`config.mk`:
```
export PLATFORM = sky130hd
export DESIGN_NAME = echo_pulse_trimmed_mean_ranger_flat
export DESIGN_NICKNAME = d
export VERILOG_FILES = /design/src/rtl/core/epr_pkg.sv /design/src/rtl/core/epr_in_if.sv /design/src/rtl/core/epr_out_if.sv /design/src/rtl/core/epr_cfg_if.sv /design/src/rtl/core/epr_front.sv /design/src/rtl/core/epr_queue.sv /design/src/rtl/core/epr_back.sv /design/src/rtl/core/echo_pulse_trimmed_mean_ranger.sv /design/src/flat_wrapper.sv
export VERILOG_INCLUDE_DIRS = /design/src /design/src/rtl/core
export SDC_FILE = /design/constraint.sdc
export NUM_CORES = 1
export LEC_CHECK = 0
export ABC_CLOCK_PERIOD_IN_PS = 4950
export BUFFER_PORTS_ARGS = -buffer_cell sky130_fd_sc_hd__buf_2
export CORE_ASPECT_RATIO = 1.75
export CORE_MARGIN = 2
export CORE_UTILIZATION = 45
export DETAILED_ROUTE_END_ITERATION = 8
export SLEW_MARGIN = 10
export SYNTH_ARGS = -nofsm -noshare
export SYNTH_HDL_FRONTEND = slang
export SYNTH_SLANG_ARGS = --single-unit
```
`constraint.sdc`:
```
create_clock -name clk_i -period 4.95 [get_ports clk_i]
set_input_delay 0.99 -clock clk_i [delete_from_list [all_inputs] [get_ports clk_i]]
set_output_delay 0.99 -clock clk_i [all_outputs]
set_load 0.01 [all_outputs]
```
`src/rtl/core/echo_pulse_trimmed_mean_ranger_assert.svh`:
```
// ----------------------------------------------------------------------------
// echo pulse ranger assertion macros
// clocked on clk_i, disabled while rst_ni is low
// ----------------------------------------------------------------------------
`ifndef ECHO_PULSE_TRIMMED_MEAN_RANGER_ASSERT_SVH
`define ECHO_PULSE_TRIMMED_MEAN_RANGER_ASSERT_SVH

// same-cycle implication
`define EPR_ASSERT_NOW(lbl, ant, cons, msg) \
  lbl: assert property (@(posedge clk_i) disable iff (!rst_ni) (ant) |-> (cons)) \
    else $error(msg);

// next-cycle implication
`define EPR_ASSERT_NEXT(lbl, ant, cons, msg) \
  lbl: assert property (@(posedge clk_i) disable iff (!rst_ni) (ant) |=> (cons)) \
    else $error(msg);

`endif

```
`src/rtl/core/epr_pkg.sv`:
```
`timescale 1ns / 1ps
// ----------------------------------------------------------------------------
// epr_pkg
// shared constants, codes and types of the echo pulse ranger
// ----------------------------------------------------------------------------
package epr_pkg;

  localparam int unsigned SAMPLES   = 5;
  localparam int unsigned TIME_W    = 16;
  localparam int unsigned CNT_W     = 5;
  localparam int unsigned SUM_W     = 21;
  localparam int unsigned DIST_W    = 17;
  localparam int unsigned TOT_W     = 32;
  localparam int unsigned DVD_W     = 25;
  localparam int unsigned DVS_W     = 8;
  localparam int unsigned DIV_STEPS = DVD_W;
  localparam int unsigned STEP_W    = $clog2(DIV_STEPS);
  localparam int unsigned QDEPTH    = 4;
  localparam int unsigned QPTR_W    = $clog2(QDEPTH);
  localparam int unsigned QCNT_W    = $clog2(QDEPTH + 1);
  localparam int unsigned CFG_IDX_W = 2;
  localparam int unsigned TRIM_MIN  = 3;

  localparam logic [TIME_W-1:0] MIN_PULSE_RST = 16'd100;
  localparam logic [TIME_W-1:0] MIN_ECHO_RST  = 16'd117;
  localparam logic [TIME_W-1:0] MAX_ECHO_RST  = 16'd23529;
  localparam logic [TIME_W-1:0] ECHO_MIN_RST  = 16'hFFFF;

  typedef enum logic [1:0] {
    EV_START   = 2'd0,
    EV_EDGE    = 2'd1,
    EV_TIMEOUT = 2'd2
  } event_e;

  typedef enum logic [CFG_IDX_W-1:0] {
    REG_MIN_PULSE = 2'd0,
    REG_MIN_ECHO  = 2'd1,
    REG_MAX_ECHO  = 2'd2
  } cfg_reg_e;

  typedef enum logic [1:0] {
    PH_RISE = 2'd0,
    PH_FALL = 2'd1,
    PH_DONE = 2'd2
  } phase_e;

  typedef enum logic {
    CMD_CLOSE   = 1'b0,
    CMD_TIMEOUT = 1'b1
  } cmd_e;

  typedef struct packed {
    cmd_e              op;
    logic              good;
    logic [TIME_W-1:0] width;
  } cmd_t;

  typedef enum logic [1:0] {
    ST_IDLE = 2'd0,
    ST_PREP = 2'd1,
    ST_DIV  = 2'd2,
    ST_EMIT = 2'd3
  } back_state_e;

endpackage

```
`src/rtl/core/epr_in_if.sv`:
```
`timescale 1ns / 1ps
// ----------------------------------------------------------------------------
// epr_in_if
// event request channel: slot start, edge capture, slot timeout
// ----------------------------------------------------------------------------
interface epr_in_if;
  logic                      valid;
  logic                      ready;
  logic [1:0]                kind;
  logic [epr_pkg::TIME_W-1:0] capture_time;

  modport source (output valid, kind, capture_time, input ready);
  modport sink   (input valid, kind, capture_time, output ready);
endinterface

```
`src/rtl/core/epr_out_if.sv`:
```
`timescale 1ns / 1ps
// ----------------------------------------------------------------------------
// epr_out_if
// measurement result channel
// ----------------------------------------------------------------------------
interface epr_out_if;
  logic                       valid;
  logic                       ready;
  logic [epr_pkg::DIST_W-1:0] distance_centi;
  logic [epr_pkg::CNT_W-1:0]  valid_count;
  logic [epr_pkg::CNT_W-1:0]  fail_count;
  logic                       measure_ok;
  logic [epr_pkg::TOT_W-1:0]  success_total;
  logic [epr_pkg::TOT_W-1:0]  timeout_total;

  modport source (output valid, distance_centi, valid_count, fail_count, measure_ok,
                  success_total, timeout_total, input ready);
  modport sink   (input valid, distance_centi, valid_count, fail_count, measure_ok,
                  success_total, timeout_total, output ready);
endinterface

```
`src/rtl/core/epr_cfg_if.sv`:
```
`timescale 1ns / 1ps
// ----------------------------------------------------------------------------
// epr_cfg_if
// configuration write channel
// ----------------------------------------------------------------------------
interface epr_cfg_if;
  logic                          valid;
  logic                          ready;
  logic [epr_pkg::CFG_IDX_W-1:0] index;
  logic [epr_pkg::TIME_W-1:0]    data;

  modport source (output valid, index, data, input ready);
  modport sink   (input valid, index, data, output ready);
endinterface

```
`src/rtl/core/epr_front.sv`:
```
`timescale 1ns / 1ps
// ----------------------------------------------------------------------------
// epr_front
// accepts events, tracks the capture phase and turns closed slots into commands
// ----------------------------------------------------------------------------
module epr_front (
  input  logic              clk_i,
  input  logic              rst_ni,
  epr_in_if.sink            evt_i,
  epr_cfg_if.sink           cfg_i,
  input  logic              full_i,
  output logic              push_o,
  output epr_pkg::cmd_t     cmd_o
);

  epr_pkg::phase_e               phase_q, phase_d;
  logic [epr_pkg::TIME_W-1:0]    rise_q, rise_d;
  logic [epr_pkg::TIME_W-1:0]    min_pulse_q, min_echo_q, max_echo_q;
  logic [epr_pkg::TIME_W-1:0]    width;
  logic                          accept;

  assign evt_i.ready = !full_i;
  assign cfg_i.ready = 1'b1;
  assign accept      = evt_i.valid && evt_i.ready;
  assign width       = evt_i.capture_time - rise_q;

  always_ff @(posedge clk_i or negedge rst_ni) begin
    if (!rst_ni) begin
      min_pulse_q <= epr_pkg::MIN_PULSE_RST;
      min_echo_q  <= epr_pkg::MIN_ECHO_RST;
      max_echo_q  <= epr_pkg::MAX_ECHO_RST;
    end else if (cfg_i.valid) begin
      unique case (epr_pkg::cfg_reg_e'(cfg_i.index))
        epr_pkg::REG_MIN_PULSE: min_pulse_q <= cfg_i.data;
        epr_pkg::REG_MIN_ECHO:  min_echo_q  <= cfg_i.data;
        epr_pkg::REG_MAX_ECHO:  max_echo_q  <= cfg_i.data;
        default: ;
      endcase
    end
  end

  always_comb begin
    phase_d    = phase_q;
    rise_d     = rise_q;
    push_o     = 1'b0;
    cmd_o.op   = epr_pkg::CMD_CLOSE;
    cmd_o.good = (width >= min_echo_q) && (width <= max_echo_q);
    cmd_o.width = width;
    if (accept) begin
      unique case (epr_pkg::event_e'(evt_i.kind))
        epr_pkg::EV_START: begin
          phase_d = epr_pkg::PH_RISE;
        end
        epr_pkg::EV_EDGE: begin
          unique case (phase_q)
            epr_pkg::PH_RISE: begin
              rise_d  = evt_i.capture_time;
              phase_d = epr_pkg::PH_FALL;
            end
            epr_pkg::PH_FALL: begin
              if (width < min_pulse_q) begin
                phase_d = epr_pkg::PH_RISE;
              end else begin
                phase_d = epr_pkg::PH_DONE;
                push_o  = 1'b1;
              end
            end
            default: ;
          endcase
        end
        epr_pkg::EV_TIMEOUT: begin
          if (phase_q != epr_pkg::PH_DONE) begin
            phase_d  = epr_pkg::PH_DONE;
            push_o   = 1'b1;
            cmd_o.op = epr_pkg::CMD_TIMEOUT;
          end
        end
        default: ;
      endcase
    end
  end

  always_ff @(posedge clk_i or negedge rst_ni) begin
    if (!rst_ni) begin
      phase_q <= epr_pkg::PH_RISE;
      rise_q  <= '0;
    end else begin
      phase_q <= phase_d;
      rise_q  <= rise_d;
    end
  end

endmodule

```
`src/rtl/core/epr_queue.sv`:
```
`timescale 1ns / 1ps
// ----------------------------------------------------------------------------
// epr_queue
// short command queue between the event front and the measurement back
// ----------------------------------------------------------------------------
module epr_queue (
  input  logic          clk_i,
  input  logic          rst_ni,
  input  logic          push_i,
  input  epr_pkg::cmd_t cmd_i,
  output logic          full_o,
  output logic          valid_o,
  input  logic          ready_i,
  output epr_pkg::cmd_t cmd_o
);

  epr_pkg::cmd_t               entries_q [epr_pkg::QDEPTH];
  logic [epr_pkg::QPTR_W-1:0]  wr_q, wr_d, rd_q, rd_d;
  logic [epr_pkg::QCNT_W-1:0]  cnt_q, cnt_d;
  logic                        do_push, do_pop;

  assign full_o  = (cnt_q == epr_pkg::QCNT_W'(epr_pkg::QDEPTH));
  assign valid_o = (cnt_q != '0);
  assign cmd_o   = entries_q[rd_q];
  assign do_push = push_i && !full_o;
  assign do_pop  = valid_o && ready_i;

  always_comb begin
    wr_d  = do_push ? wr_q + 1'b1 : wr_q;
    rd_d  = do_pop ? rd_q + 1'b1 : rd_q;
    cnt_d = cnt_q;
    if (do_push && !do_pop) begin
      cnt_d = cnt_q + 1'b1;
    end else if (do_pop && !do_push) begin
      cnt_d = cnt_q - 1'b1;
    end
  end

  always_ff @(posedge clk_i) begin
    if (do_push) begin
      entries_q[wr_q] <= cmd_i;
    end
  end

  always_ff @(posedge clk_i or negedge rst_ni) begin
    if (!rst_ni) begin
      wr_q  <= '0;
      rd_q  <= '0;
      cnt_q <= '0;
    end else begin
      wr_q  <= wr_d;
      rd_q  <= rd_d;
      cnt_q <= cnt_d;
    end
  end

endmodule

```
`src/rtl/core/epr_back.sv`:
```
`timescale 1ns / 1ps
// ----------------------------------------------------------------------------
// epr_back
// accumulates slot commands, divides the trimmed mean and holds the result
// ----------------------------------------------------------------------------
module epr_back (
  input  logic          clk_i,
  input  logic          rst_ni,
  input  logic          cmd_valid_i,
  output logic          cmd_ready_o,
  input  epr_pkg::cmd_t cmd_i,
  epr_out_if.source     res_o
);

  epr_pkg::back_state_e          state_q, state_d;
  logic [epr_pkg::CNT_W-1:0]     slots_q, slots_d, good_q, good_d, fail_q, fail_d;
  logic [epr_pkg::SUM_W-1:0]     sum_q, sum_d;
  logic [epr_pkg::TIME_W-1:0]    min_q, min_d, max_q, max_d;
  logic [epr_pkg::TOT_W-1:0]     okm_q, okm_d, tos_q, tos_d;
  logic [epr_pkg::DVD_W-1:0]     dvd_q, dvd_d;
  logic [epr_pkg::DVS_W-1:0]     dvs_q, dvs_d, rem_q, rem_d;
  logic [epr_pkg::STEP_W-1:0]    step_q, step_d;
  logic [epr_pkg::CNT_W-1:0]     sn_good_q, sn_fail_q;
  logic                          sn_ok_q;
  logic [epr_pkg::CNT_W-1:0]     slots_inc;
  logic                          pop, load_out, trim;
  logic [epr_pkg::SUM_W-1:0]     total;
  logic [epr_pkg::CNT_W-1:0]     kcnt;
  logic [epr_pkg::DVS_W:0]       trial;
  logic                          qbit;
  logic                          out_valid_q;

  assign slots_inc = slots_q + 1'b1;
  assign pop       = cmd_valid_i && cmd_ready_o;

  // next state
  always_comb begin
    state_d = state_q;
    unique case (state_q)
      epr_pkg::ST_IDLE: begin
        if (cmd_valid_i && (slots_inc == epr_pkg::CNT_W'(epr_pkg::SAMPLES))) begin
          state_d = epr_pkg::ST_PREP;
        end
      end
      epr_pkg::ST_PREP: state_d = epr_pkg::ST_DIV;
      epr_pkg::ST_DIV: begin
        if (step_q == epr_pkg::STEP_W'(epr_pkg::DIV_STEPS - 1)) begin
          state_d = epr_pkg::ST_EMIT;
        end
      end
      epr_pkg::ST_EMIT: begin
        if (!out_valid_q || res_o.ready) begin
          state_d = epr_pkg::ST_IDLE;
        end
      end
      default: state_d = epr_pkg::ST_IDLE;
    endcase
  end

  // state outputs
  always_comb begin
    cmd_ready_o = (state_q == epr_pkg::ST_IDLE);
    load_out    = (state_q == epr_pkg::ST_EMIT) && (!out_valid_q || res_o.ready);
  end

  // trimmed total and divisor
  assign trim  = (good_q >= epr_pkg::CNT_W'(epr_pkg::TRIM_MIN));
  assign total = trim ? (sum_q - epr_pkg::SUM_W'(min_q) - epr_pkg::SUM_W'(max_q)) : sum_q;
  assign kcnt  = trim ? (good_q - epr_pkg::CNT_W'(2)) : good_q;

  // restoring division, one quotient bit per cycle
  assign trial = {rem_q, dvd_q[epr_pkg::DVD_W-1]};
  assign qbit  = (trial >= {1'b0, dvs_q});

  always_comb begin
    slots_d = slots_q;
    good_d  = good_q;
    fail_d  = fail_q;
    sum_d   = sum_q;
    min_d   = min_q;
    max_d   = max_q;
    okm_d   = okm_q;
    tos_d   = tos_q;
    dvd_d   = dvd_q;
    dvs_d   = dvs_q;
    rem_d   = rem_q;
    step_d  = step_q;
    unique case (state_q)
      epr_pkg::ST_IDLE: begin
        if (pop) begin
          slots_d = slots_inc;
          if (cmd_i.op == epr_pkg::CMD_TIMEOUT) begin
            fail_d = fail_q + 1'b1;
            tos_d  = tos_q + 1'b1;
          end else if (cmd_i.good) begin
            sum_d  = sum_q + epr_pkg::SUM_W'(cmd_i.width);
            good_d = good_q + 1'b1;
            if (cmd_i.width < min_q) begin
              min_d = cmd_i.width;
            end
            if (cmd_i.width > max_q) begin
              max_d = cmd_i.width;
            end
          end
        end
      end
      epr_pkg::ST_PREP: begin
        // times 17 and times 10 as shift-adds
        dvd_d   = (epr_pkg::DVD_W'(total) << 4) + epr_pkg::DVD_W'(total);
        dvs_d   = (epr_pkg::DVS_W'(kcnt) << 3) + (epr_pkg::DVS_W'(kcnt) << 1);
        rem_d   = '0;
        step_d  = '0;
        okm_d   = (good_q != '0) ? okm_q + 1'b1 : okm_q;
        slots_d = '0;
        good_d  = '0;
        fail_d  = '0;
        sum_d   = '0;
        min_d   = epr_pkg::ECHO_MIN_RST;
        max_d   = '0;
      end
      epr_pkg::ST_DIV: begin
        rem_d  = qbit ? epr_pkg::DVS_W'(trial - {1'b0, dvs_q}) : trial[epr_pkg::DVS_W-1:0];
        dvd_d  = {dvd_q[epr_pkg::DVD_W-2:0], qbit};
        step_d = step_q + 1'b1;
      end
      default: ;
    endcase
  end

  always_ff @(posedge clk_i or negedge rst_ni) begin
    if (!rst_ni) begin
      state_q <= epr_pkg::ST_IDLE;
      slots_q <= '0;
      good_q  <= '0;
      fail_q  <= '0;
      sum_q   <= '0;
      min_q   <= epr_pkg::ECHO_MIN_RST;
      max_q   <= '0;
      okm_q   <= '0;
      tos_q   <= '0;
      step_q  <= '0;
    end else begin
      state_q <= state_d;
      slots_q <= slots_d;
      good_q  <= good_d;
      fail_q  <= fail_d;
      sum_q   <= sum_d;
      min_q   <= min_d;
      max_q   <= max_d;
      okm_q   <= okm_d;
      tos_q   <= tos_d;
      step_q  <= step_d;
    end
  end

  always_ff @(posedge clk_i) begin
    dvd_q <= dvd_d;
    dvs_q <= dvs_d;
    rem_q <= rem_d;
    if (state_q == epr_pkg::ST_PREP) begin
      sn_good_q <= good_q;
      sn_fail_q <= fail_q;
      sn_ok_q   <= (good_q != '0);
    end
  end

  // output register
  always_ff @(posedge clk_i or negedge rst_ni) begin
    if (!rst_ni) begin
      out_valid_q <= 1'b0;
    end else if (load_out) begin
      out_valid_q <= 1'b1;
    end else if (res_o.ready) begin
      out_valid_q <= 1'b0;
    end
  end

  always_ff @(posedge clk_i) begin
    if (load_out) begin
      res_o.distance_centi <= sn_ok_q ? dvd_q[epr_pkg::DIST_W-1:0] : '0;
      res_o.valid_count    <= sn_good_q;
      res_o.fail_count     <= sn_fail_q;
      res_o.measure_ok     <= sn_ok_q;
      res_o.success_total  <= okm_q;
      res_o.timeout_total  <= tos_q;
    end
  end

  assign res_o.valid = out_valid_q;

`include "echo_pulse_trimmed_mean_ranger_assert.svh"

  `EPR_ASSERT_NOW(a_slots_bound, 1'b1,
                  slots_q <= epr_pkg::CNT_W'(epr_pkg::SAMPLES),
                  "slot count past sample count")
  `EPR_ASSERT_NOW(a_counts_fit, 1'b1,
                  ({1'b0, good_q} + {1'b0, fail_q}) <= {1'b0, slots_q},
                  "good plus failed exceeds closed slots")
  `EPR_ASSERT_NEXT(a_emit_loads, (state_q == epr_pkg::ST_EMIT) && !out_valid_q,
                   out_valid_q && (state_q == epr_pkg::ST_IDLE),
                   "free output register not loaded")

endmodule

```
`src/rtl/core/echo_pulse_trimmed_mean_ranger.sv`:
```
`timescale 1ns / 1ps
// ----------------------------------------------------------------------------
// echo_pulse_trimmed_mean_ranger
// echo pulse width ranging with a trimmed mean over a fixed number of slots
// ----------------------------------------------------------------------------
// evt_i carries slot start, edge capture and slot timeout requests; cfg_i
// writes min_pulse, min_echo and max_echo and is always ready; res_o gives
// one result request per five closed slots.
// the front takes one event per cycle while the four-entry command queue has
// room; the back takes a command only while it is idle.
// a command that closes the fifth slot starts the distance step: the prep step
// forms the trimmed total and divisor, the restoring divider then yields one
// quotient bit per cycle, and the emit step loads the output register.
// while the divider runs the back takes no command and the queue fills, after
// which evt_i.ready drops.
// a stalled res_o holds its result; the back waits in its emit step until the
// output register is free, then resumes.
// reset restores the register defaults, opens the first slot and clears all
// counts and totals; no clearing pass is needed.
// ----------------------------------------------------------------------------
module echo_pulse_trimmed_mean_ranger (
  input  logic       clk_i,
  input  logic       rst_ni,
  epr_in_if.sink     evt_i,
  epr_cfg_if.sink    cfg_i,
  epr_out_if.source  res_o
);

  logic          push, full, q_valid, q_ready;
  epr_pkg::cmd_t push_cmd, q_cmd;

  epr_front u_front (
    .clk_i  (clk_i),
    .rst_ni (rst_ni),
    .evt_i  (evt_i),
    .cfg_i  (cfg_i),
    .full_i (full),
    .push_o (push),
    .cmd_o  (push_cmd)
  );

  epr_queue u_queue (
    .clk_i   (clk_i),
    .rst_ni  (rst_ni),
    .push_i  (push),
    .cmd_i   (push_cmd),
    .full_o  (full),
    .valid_o (q_valid),
    .ready_i (q_ready),
    .cmd_o   (q_cmd)
  );

  epr_back u_back (
    .clk_i       (clk_i),
    .rst_ni      (rst_ni),
    .cmd_valid_i (q_valid),
    .cmd_ready_o (q_ready),
    .cmd_i       (q_cmd),
    .res_o       (res_o)
  );

endmodule
```
`src/flat_wrapper.sv`:
```
// flat-port wrapper written by rule: the top's interface ports become plain ports
module echo_pulse_trimmed_mean_ranger_flat 
  (clk_i, rst_ni, evt_i_valid, evt_i_kind, evt_i_capture_time, evt_i_ready, cfg_i_valid, cfg_i_index, cfg_i_data, cfg_i_ready, res_o_valid, res_o_distance_centi, res_o_valid_count, res_o_fail_count, res_o_measure_ok, res_o_success_total, res_o_timeout_total, res_o_ready);
  epr_in_if evt_i_i ();
  epr_cfg_if cfg_i_i ();
  epr_out_if res_o_i ();
  input  logic clk_i;
  input  logic rst_ni;
  input wire logic [$bits(evt_i_i.valid)-1:0] evt_i_valid;
  input wire logic [$bits(evt_i_i.kind)-1:0] evt_i_kind;
  input wire logic [$bits(evt_i_i.capture_time)-1:0] evt_i_capture_time;
  output wire logic [$bits(evt_i_i.ready)-1:0] evt_i_ready;
  input wire logic [$bits(cfg_i_i.valid)-1:0] cfg_i_valid;
  input wire logic [$bits(cfg_i_i.index)-1:0] cfg_i_index;
  input wire logic [$bits(cfg_i_i.data)-1:0] cfg_i_data;
  output wire logic [$bits(cfg_i_i.ready)-1:0] cfg_i_ready;
  output wire logic [$bits(res_o_i.valid)-1:0] res_o_valid;
  output wire logic [$bits(res_o_i.distance_centi)-1:0] res_o_distance_centi;
  output wire logic [$bits(res_o_i.valid_count)-1:0] res_o_valid_count;
  output wire logic [$bits(res_o_i.fail_count)-1:0] res_o_fail_count;
  output wire logic [$bits(res_o_i.measure_ok)-1:0] res_o_measure_ok;
  output wire logic [$bits(res_o_i.success_total)-1:0] res_o_success_total;
  output wire logic [$bits(res_o_i.timeout_total)-1:0] res_o_timeout_total;
  input wire logic [$bits(res_o_i.ready)-1:0] res_o_ready;
  assign evt_i_i.valid = evt_i_valid;
  assign evt_i_i.kind = evt_i_kind;
  assign evt_i_i.capture_time = evt_i_capture_time;
  assign evt_i_ready = evt_i_i.ready;
  assign cfg_i_i.valid = cfg_i_valid;
  assign cfg_i_i.index = cfg_i_index;
  assign cfg_i_i.data = cfg_i_data;
  assign cfg_i_ready = cfg_i_i.ready;
  assign res_o_valid = res_o_i.valid;
  assign res_o_distance_centi = res_o_i.distance_centi;
  assign res_o_valid_count = res_o_i.valid_count;
  assign res_o_fail_count = res_o_i.fail_count;
  assign res_o_measure_ok = res_o_i.measure_ok;
  assign res_o_success_total = res_o_i.success_total;
  assign res_o_timeout_total = res_o_i.timeout_total;
  assign res_o_i.ready = res_o_ready;
  echo_pulse_trimmed_mean_ranger u_core (.clk_i(clk_i), .rst_ni(rst_ni), .evt_i(evt_i_i), .cfg_i(cfg_i_i), .res_o(res_o_i));
endmodule
```
==> results of run 1 <==
flip-flops by register name, summed over array words and instances (netlist names), 17 cells and up:
signal and cells:
u_core.u_back.okm_q 32, u_core.u_back.tos_q 32, u_core.u_back.res_o.distance_centi 17, u_core.u_back.res_o.success_total 32, u_core.u_back.sum_q 21, u_core.u_back.res_o.timeout_total 32, u_core.u_queue.entries_q 72, u_core.u_back.dvd_q 25
repair_timing:
item,4_1_cts,5_1_grt
pin swaps,9,56
endpoints found under the setup margin,10,11
buffers inserted,1,9
gates cloned,0,0
resized for setup,19,58
per-layer routing:
metal  global-route usage [%]  share of wire (%)
met1                     18.9                 36
met2                     38.7                 57
met3                     2.06                2.6
met4                     8.62                4.0
met5                        0                  0
cell usage in the layout, fill, tap and decap left out, drive strengths merged, types with 13 or more instances in the layout:
| cell type | count |
|---|---|
| clkinv | 15 |
| inv | 168 |
| and2 | 27 |
| a21oi | 79 |
| nor2 | 91 |
| o21a | 32 |
| nand2 | 160 |
| a31oi | 13 |
| clkbuf | 53 |
| nand3 | 49 |
| edfxtp | 214 |
| and3 | 29 |
| nor2b | 21 |
| xnor2 | 93 |
| mux2 | 59 |
| o21ai | 116 |
| nand2b | 15 |
| buf | 289 |
| a211oi | 15 |
| mux4 | 18 |
| dfstp | 34 |
| xor2 | 37 |
| nor3 | 26 |
| nand4 | 27 |
| o22a | 16 |
| fa | 22 |
| dfrtp | 179 |
| a22o | 31 |
| a21o | 40 |
| ha | 179 |
power by group through the flow:
| stage | Clock, uW | Combinational (uW) | Sequential [uW] |
|---|---|---|---|
| 2_1_floorplan | 0 | 6340 | 5680 |
| 4_1_cts | 3240 | 10100 | 5600 |
| 3_5_place_dp | 0 | 9960 | 5660 |
| 5_1_grt | 3360 | 11600 | 5690 |
| 6_report | 3130 | 10500 | 5580 |
| 3_3_place_gp | 0 | 9710 | 5630 |
cells by family after synthesis:
family / synth area share, %
other cells: 0.0166
simple gates: 10.5
compound gates: 11.9
fa+ha+maj: 11.8
buf+inv: 3.67
mux: 4.92
flops: 52.1
xor+xnor: 5.03
metrics by stage:
step	util, %	worst slack [ns]	instance area (um2)
after floorplan	-	-0.228	22700
after global placement	50.7	-0.574	25200
after detailed placement	50.7	-0.654	25200
after CTS	53.6	0.00261	26600
after global routing	54.2	-0.0634	26900
final	54.2	0.111	26900
critical path: stages:
cell      delay (ns)
buf_4           0.12
ha_4            0.23
nor2b_4         0.12
o21ai_2         0.16
a21boi_2        0.08
o211ai_1        0.29
a21oi_2         0.12
o31ai_2         0.31
o21bai_1        0.13
a21oi_2         0.19
xnor2_2         0.11
ha_1            0.31
and2_4          0.14
a221o_1         0.32
a21o_1          0.20
a21oi_2         0.15
buf_6           0.14
nand2_4         0.05
o21ai_4         0.14
inv_1           0.06
ha_2            0.17
inv_2           0.05
fa_1            0.40
mux2_4          0.27
layout make-up:
| cell class | count | area [um2] | share of cell area [%] |
|---|---|---|---|
| tap | 660 | 826 | 3.07 |
| inverter | 166 | 636 | 2.36 |
| clock buffer | 53 | 1100 | 4.10 |
| sequential | 427 | 11800 | 43.9 |
| timing repair buffer | 289 | 1920 | 7.13 |
| clock inverter | 23 | 244 | 0.907 |
| multi-input combinational | 1302 | 10400 | 38.6 |
final timing paths:
check                                                 from                                 end  depth (start not counted)
worst max-delay path                 evt_i_capture_time[1]             u_core.u_queue.cnt_q[1]                         24
worst min-delay path            u_core.u_back.sn_good_q[3]  u_core.u_back.res_o.valid_count[3]                          0
worst max register to register      u_core.u_back.min_q[2]             u_core.u_back.dvd_q[23]                         22
worst min register to register  u_core.u_back.sn_good_q[3]  u_core.u_back.res_o.valid_count[3]                          0
max in group asynchronous                           rst_ni       u_core.u_front.max_echo_q[12]                          2
min in group asynchronous                           rst_ni             u_core.u_back.tos_q[13]                          1
synth_stat cells, types with 11 or more instances:
master	count
a211oi_1	14
a21o_1	40
a21oi_1	77
a22o_1	31
a31oi_1	13
and2_1	27
and3_1	29
clkbuf_1	33
dfrtp_1	179
dfstp_2	34
edfxtp_1	214
fa_1	22
ha_1	179
inv_1	166
mux2_2	59
mux4_2	17
nand2_1	160
nand2b_1	14
nand3_1	49
nand4_1	26
nor2_1	88
nor2b_1	21
nor3_1	25
o21a_1	32
o21ai_0	106
o22a_1	16
o31ai_1	11
xnor2_1	93
xor2_1	37
==> summary.md, run 1 <==
| Metric | Value |
|---|---|
| Slew headroom | `between 30% and 40%` |
| CP Max Fanout | `2` |
| Core Area | `around 50,000 um2` |
| First-pass GRT wire length | `80,000 um` |
| Post-route clock period utilization | `a little over nine tenths` |
| Post-Route WL | `49,900 um` |
| Leakage | `~0.012 uW` |
| CTS Sinks | `between 400 and 500` |
| Gate Count Post-Synth | `about 1,900` |
| H-tree depth | `2` |
| Placement row count | `108` |
| Die span in x | `174 um` |
| Iter 0 DRT Violations | `approximately 560` |
| Synth Net Count | `about 2,200` |
| Clock buffer count from CTS | `a little over 40` |
| F_max | `approximately 0.21 GHz` |
| Vias in the first global route | `16,000` |
| Internal Power | `about 12,000 uW` |
| Antenna cells | `0` |
| Effective utilization at floorplan | `45.6%` |
| WL per Instance | `approximately 17 um` |
| Nets | `between 2,000 and 2,500` |
| Num ports | `between 100 and 150` |
| Avg Cell Area, Syn | `between 10 and 15 um2` |
| EDFF count, synth | `214` |
| Post-DP HPWL | `~38,000 um` |
| Layout area overhead | `18.9%` |
| First-pass DRT Iterations | `7` |
| Slew Limit Fails | `0` |
| Critical path arrival | `~5.3 ns` |
| Top cells by area, synth | `edfxtp_1 28%, dfrtp_1 20%, ha_1 9.9%` |
| Synth top area share | `between 20% and 30%` |
| Grt ovf | `0` |
| Die area | `52,200 um2` |
| Worst min-delay path category | `flip-flop to flip-flop` |
| Async S/R FF share, synth | `49.9%` |
| Power Total | `19,200 uW` |
| Non-filler cells, final | `2,920` |
| Outcome | `finished, final reports clean` |
| Sequential share of power | `roughly 29%` |
| Clk_lat worst skew | `about 0.56 ns` |
| CP Launch Type | `input pin` |
| Routed Antenna Nets | `0` |
| Max rail drop VDD | `about 0.46 mV` |
| Clk slew on worst S/H paths | `0.06 ns` |
| CTS max path bufs | `3` |
| Max cap viols | `0` |
| PwrDens | `~700 nW/um2` |
| Clock period minus worst slack | `between 4 and 5 ns` |
| Placed Cells | `2,834` |
| Critical path class | `input pin to flip-flop` |
| Setup tns final | `0 ns` |
| Fill count | `4,307` |
| Cell taking the most area after synthesis | `edfxtp_1` |
| Largest net degree at the start of global routing | `approximately 110` |
| CP endpoint kind | `flip-flop` |
| Via count | `15,500` |
| Worst EP required | `about 5.4 ns` |
| Top FF cell, synth | `edfxtp_1` |
| Synthesis-stage register bit count | `427` |
| Initial antenna violation count | `0` |
| Fin. Hold Viols | `0` |
| Layout cells sized above 1 | `24.4%` |
| Least-Margin Pin Slew | `roughly 1.0 ns` |
| Proportion of synthesized chip area in sequential cells | `a little over half` |
| Hold slack | `0.418 ns` |
| Sw Share | `~40%` |
| Hold_buf cts | `0` |
| Via-per-instance ratio | `between 5 and 6` |
| Total Routing Usage GR | `between 10% and 20%` |
| RD Place Congestion | `around 0.93` |
| Residual DRC | `0` |
| CTS tree | `yes` |
| Port Buffers | `134` |
| Synth cell types | `between 80 and 90` |
| Sw power | `approximately 7700 uW` |
| Yosys warns | `0` |
| Logic gate share of total power | `between 50% and 60%` |
| Worst Skew | `between 0.015 and 0.02 ns` |
| Root Buffer | `clkbuf_16` |
| Syn Std Cell Area | `roughly 23,000 um2` |
| DIE HEIGHT | `~300 um` |
| R2R Setup Slk | `between 0.15 and 0.2 ns` |
| Count of final setup violators | `0` |
| Clock power frac | `16.3%` |
Note: power is estimated with default switching activity, not from simulation.
==> run 2, diff against run 1 <==
ABC_CLOCK_PERIOD_IN_PS = 5800   (was 4950)
CORE_UTILIZATION = 40   (was 45)
clock period = 5.8 ns   (was 4.95 ns; I/O delays follow)
==> run 2 against run 1 <==
  * Setup slack better by 0.25 ns
  * Highest routed layer unchanged
  * Largest cell class unchanged
  * Die area increased by 12%
  * Flip-flop and latch count unchanged
==> summary.md, run 2 (synthesis results as in run 1) <==
| Metric | Value |
|---|---|
| CTS tree | `yes` |
| Largest Register | `u_core.u_queue.entries_q` |
| Max rail drop VDD | `0.387 mV (-16%)` |
| Hold path startpoint | `u_core.u_back.sn_good_q[2]` |
| WL per Instance | `17.4 um (+1.8%)` |
| Total Routing Usage GR | `17.2% (-1.8 points)` |
| Clk_lat worst skew | `0.60 ns (+0.04 ns)` |
| Top Metal Used | `met4` |
| Layout area overhead | `14.2%` |
| Clock period minus worst slack | `around 5.4 ns` |
| Most common cell after layout, fill and taps aside | `edfxtp_1` |
| Clock buffer count from CTS | `44 (+7.3%)` |
| Final instance area | `25,800 um2 (-3.9%)` |
| Worst min-delay path category | `flip-flop to flip-flop` |
| Outcome | `finished, final reports clean` |
| Least-Margin Pin Slew | `1.02 ns (+0.0200 ns)` |
| Via-per-instance ratio | `5.29 (-0.12%)` |
| DR WL met3 | `1220 um (-4.5%)` |
| Iter 0 DRT Violations | `556 (-1.1%)` |
| R2R Setup Slk | `0.37 ns (+0.19 ns)` |
| Largest net degree at the start of global routing | `113 (+1.8%)` |
| Layout cells sized above 1 | `17.7% (-6.7 points)` |
| Logic gate share of total power | `49.9% (-4.8 points)` |
| Die span in x | `184 um (+5.9%)` |
| Routed Antenna Nets | `0 (unchanged)` |
| Post-DP HPWL | `37,900 um (-0.47%)` |
| Fin. Hold Viols | `0 (unchanged)` |
| Residual DRC | `0 (unchanged)` |
| Critical R2R Launch | `u_core.u_back.min_q[2]` |
| Post-Route WL | `49,600 um (-0.55%)` |
| Post-route setup slack | `0.365 ns (+0.254 ns)` |
| Count of final setup violators | `0 (unchanged)` |
| Internal Power | `9130 uW (-21%)` |
| Worst R2R Path Depth | `19 (-14%)` |
| Slew Limit Fails | `0 (unchanged)` |
| Post-route clock period utilization | `a little over nine tenths` |
| Critical path arrival | `5.72 ns (+0.44 ns)` |
| R2r endpoint | `u_core.u_back.dvd_q[19]` |
| Slew headroom | `31.3% (-1.6 points)` |
| Unrepaired setup endpoints after global routing | `no` |
| Met2 wire len | `28,000 um (-1.7%)` |
| First-pass DRT Iterations | `5 (-2)` |
| Root Buffer | `clkbuf_16` |
| CP Max Fanout | `6 (+4)` |
| Post-CTS Resized | `0 (-19)` |
| Placement row count | `115 (+6.5%)` |
| Sw power | `6160 uW (-20%)` |
| Hold_buf cts | `0 (unchanged)` |
| Antenna cells | `0 (unchanged)` |
| Clock power frac | `18.7% (+2.4 points)` |
| Wl on met1 | `18,000 um (-0.89%)` |
| Setup slack at placement | `-0.158 ns (+0.496 ns)` |
| Die area | `58,600 um2 (+12%)` |
| Sequential share of power | `31.5% (+2.5 points)` |
| Grt ovf | `0 (unchanged)` |
| Worst EP required | `6.09 ns (+0.70 ns)` |
| Num ports | `136 (unchanged)` |
| Most frequent cells in the layout | `214 x edfxtp_1, 179 x dfrtp_1, 177 x ha_1, 166 x inv_1, 160 x nand2_1` |
| Critical path class | `flip-flop to flip-flop` |
| Via count | `15,100 (-2.4%)` |
| CTS Sinks | `427 (unchanged)` |
| Worst Skew | `0.0503 ns (+0.0311 ns)` |
| First-pass GRT wire length | `80,700 um (+0.84%)` |
| H-tree depth | `2 (unchanged)` |
| CP endpoint kind | `flip-flop` |
| Nets | `2,358 (-4.5%)` |
| Area after DPL | `24,400 um2 (-3.1%)` |
| CP Launch Type | `flip-flop` |
| Vias in the first global route | `15,800 (-1.4%)` |
| Initial antenna violation count | `0 (unchanged)` |
| Max reg flops | `72 (unchanged)` |
| Min-Delay Endpoint | `u_core.u_back.res_o.valid_count[2]` |
| RD Place Congestion | `0.876 (-6.1%)` |
| Clk slew on worst S/H paths | `0.06 ns (about the same)` |
| Port Buffers | `134 (unchanged)` |
| Hold Path Stages | `0 (unchanged)` |
| CTS max path bufs | `3 (unchanged)` |
| Post-CTS setup buffer count | `0 (-1)` |
| Core Area | `56,100 um2 (+13%)` |
| DIE HEIGHT | `319 um (+6.0%)` |
| Effective utilization at floorplan | `40.3% (-5.3 points)` |
| Sw Share | `40.3% (+0.43 points)` |
| F_max | `0.184 GHz` |
| Leakage | `0.0112 uW (-4.7%)` |
| Max cap viols | `0 (unchanged)` |
| PwrDens | `592 nW/um2 (-17%)` |
## run 2: cell count changes in the layout (fill, tap and decap cells not counted), moves of 6 or more
cell	delta
buf_4	-114
a21oi_2	-14
ha_4	-7
o21ai_1	-7
o21ai_0	+15
o21ai_2	-6
a21oi_1	+14
ha_1	+11
## run 2: layout make-up
| cell class | instances | area [um2] |
|---|---|---|
| clock buffer | 57 | 1180 |
| clock inverter | 24 | 275 |
| fill | 5145 | 30300 |
| inverter | 166 | 623 |
| multi-input combinational | 1302 | 10000 |
| sequential | 427 | 11800 |
| tap | 702 | 878 |
| timing repair buffer | 175 | 1050 |
## run 2: worst max-delay path by stage
| stage | startpoint | end | slack (ns) | cells past startpoint |
|---|---|---|---|---|
| CTS | u_core.u_back.min_q[2] | u_core.u_back.dvd_q[19] | 0.23 | 19 |
| global route | u_core.u_back.min_q[0] | u_core.u_back.dvd_q[19] | 0.05 | 19 |
| finish | u_core.u_back.min_q[2] | u_core.u_back.dvd_q[19] | 0.37 | 19 |
| global placement | evt_i_capture_time[0] | u_core.u_queue.cnt_q[1] | -0.04 | 26 |
| detailed placement | evt_i_capture_time[0] | u_core.u_queue.cnt_q[1] | -0.16 | 26 |
| floorplan | evt_i_capture_time[0] | u_core.u_queue.cnt_q[1] | 0.03 | 24 |
## run 2: critical path: stages, from the launching register on
cell and delay, ns:
dfstp_2 0.53, inv_1 0.07, fa_1 0.46, ha_1 0.39, a211oi_1 0.41, o21ai_1 0.22, a311oi_2 0.39, nor3_1 0.16
or3_1 0.36, a21oi_1 0.18, xor2_1 0.08, a21oi_1 0.32, ha_1 0.35, a21oi_1 0.20, nor3b_1 0.34, a211oi_1 0.16
o21a_1 0.20, nor2_1 0.10, xor2_1 0.14, o21ai_0 0.09
## run 2: per-layer routing
metal	vias up	global-route usage, %
met5	-	0
met4	0	8.25
met3	118	1.75
met2	232	34.3
met1	7408	17.4
li1	7325	-
## run 2: power groups by stage
| stage | Combinational, uW | Clock (uW) | Sequential, uW |
|---|---|---|---|
| 3_5_place_dp | 7650 | 0 | 4880 |
| 4_1_cts | 7700 | 2940 | 4830 |
| 6_report | 7620 | 2850 | 4810 |
| 3_3_place_gp | 7420 | 0 | 4860 |
| 2_1_floorplan | 5360 | 0 | 4850 |
| 5_1_grt | 8550 | 3050 | 4920 |
## run 2: per-stage QoR
stage          cells  power, uW  util [%]  hold WS [ns]  setup TNS (ns)
2_1_floorplan   1939      10200         -         0.400               0
3_3_place_gp    2772      12300      43.4         0.403         -0.0361
3_5_place_dp    2772      12500      43.4         0.406          -0.160
4_1_cts         2853      15500      46.0         0.421               0
5_1_grt         2853      16500      46.1         0.429               0
6_report        2853      15300      46.1         0.418               0
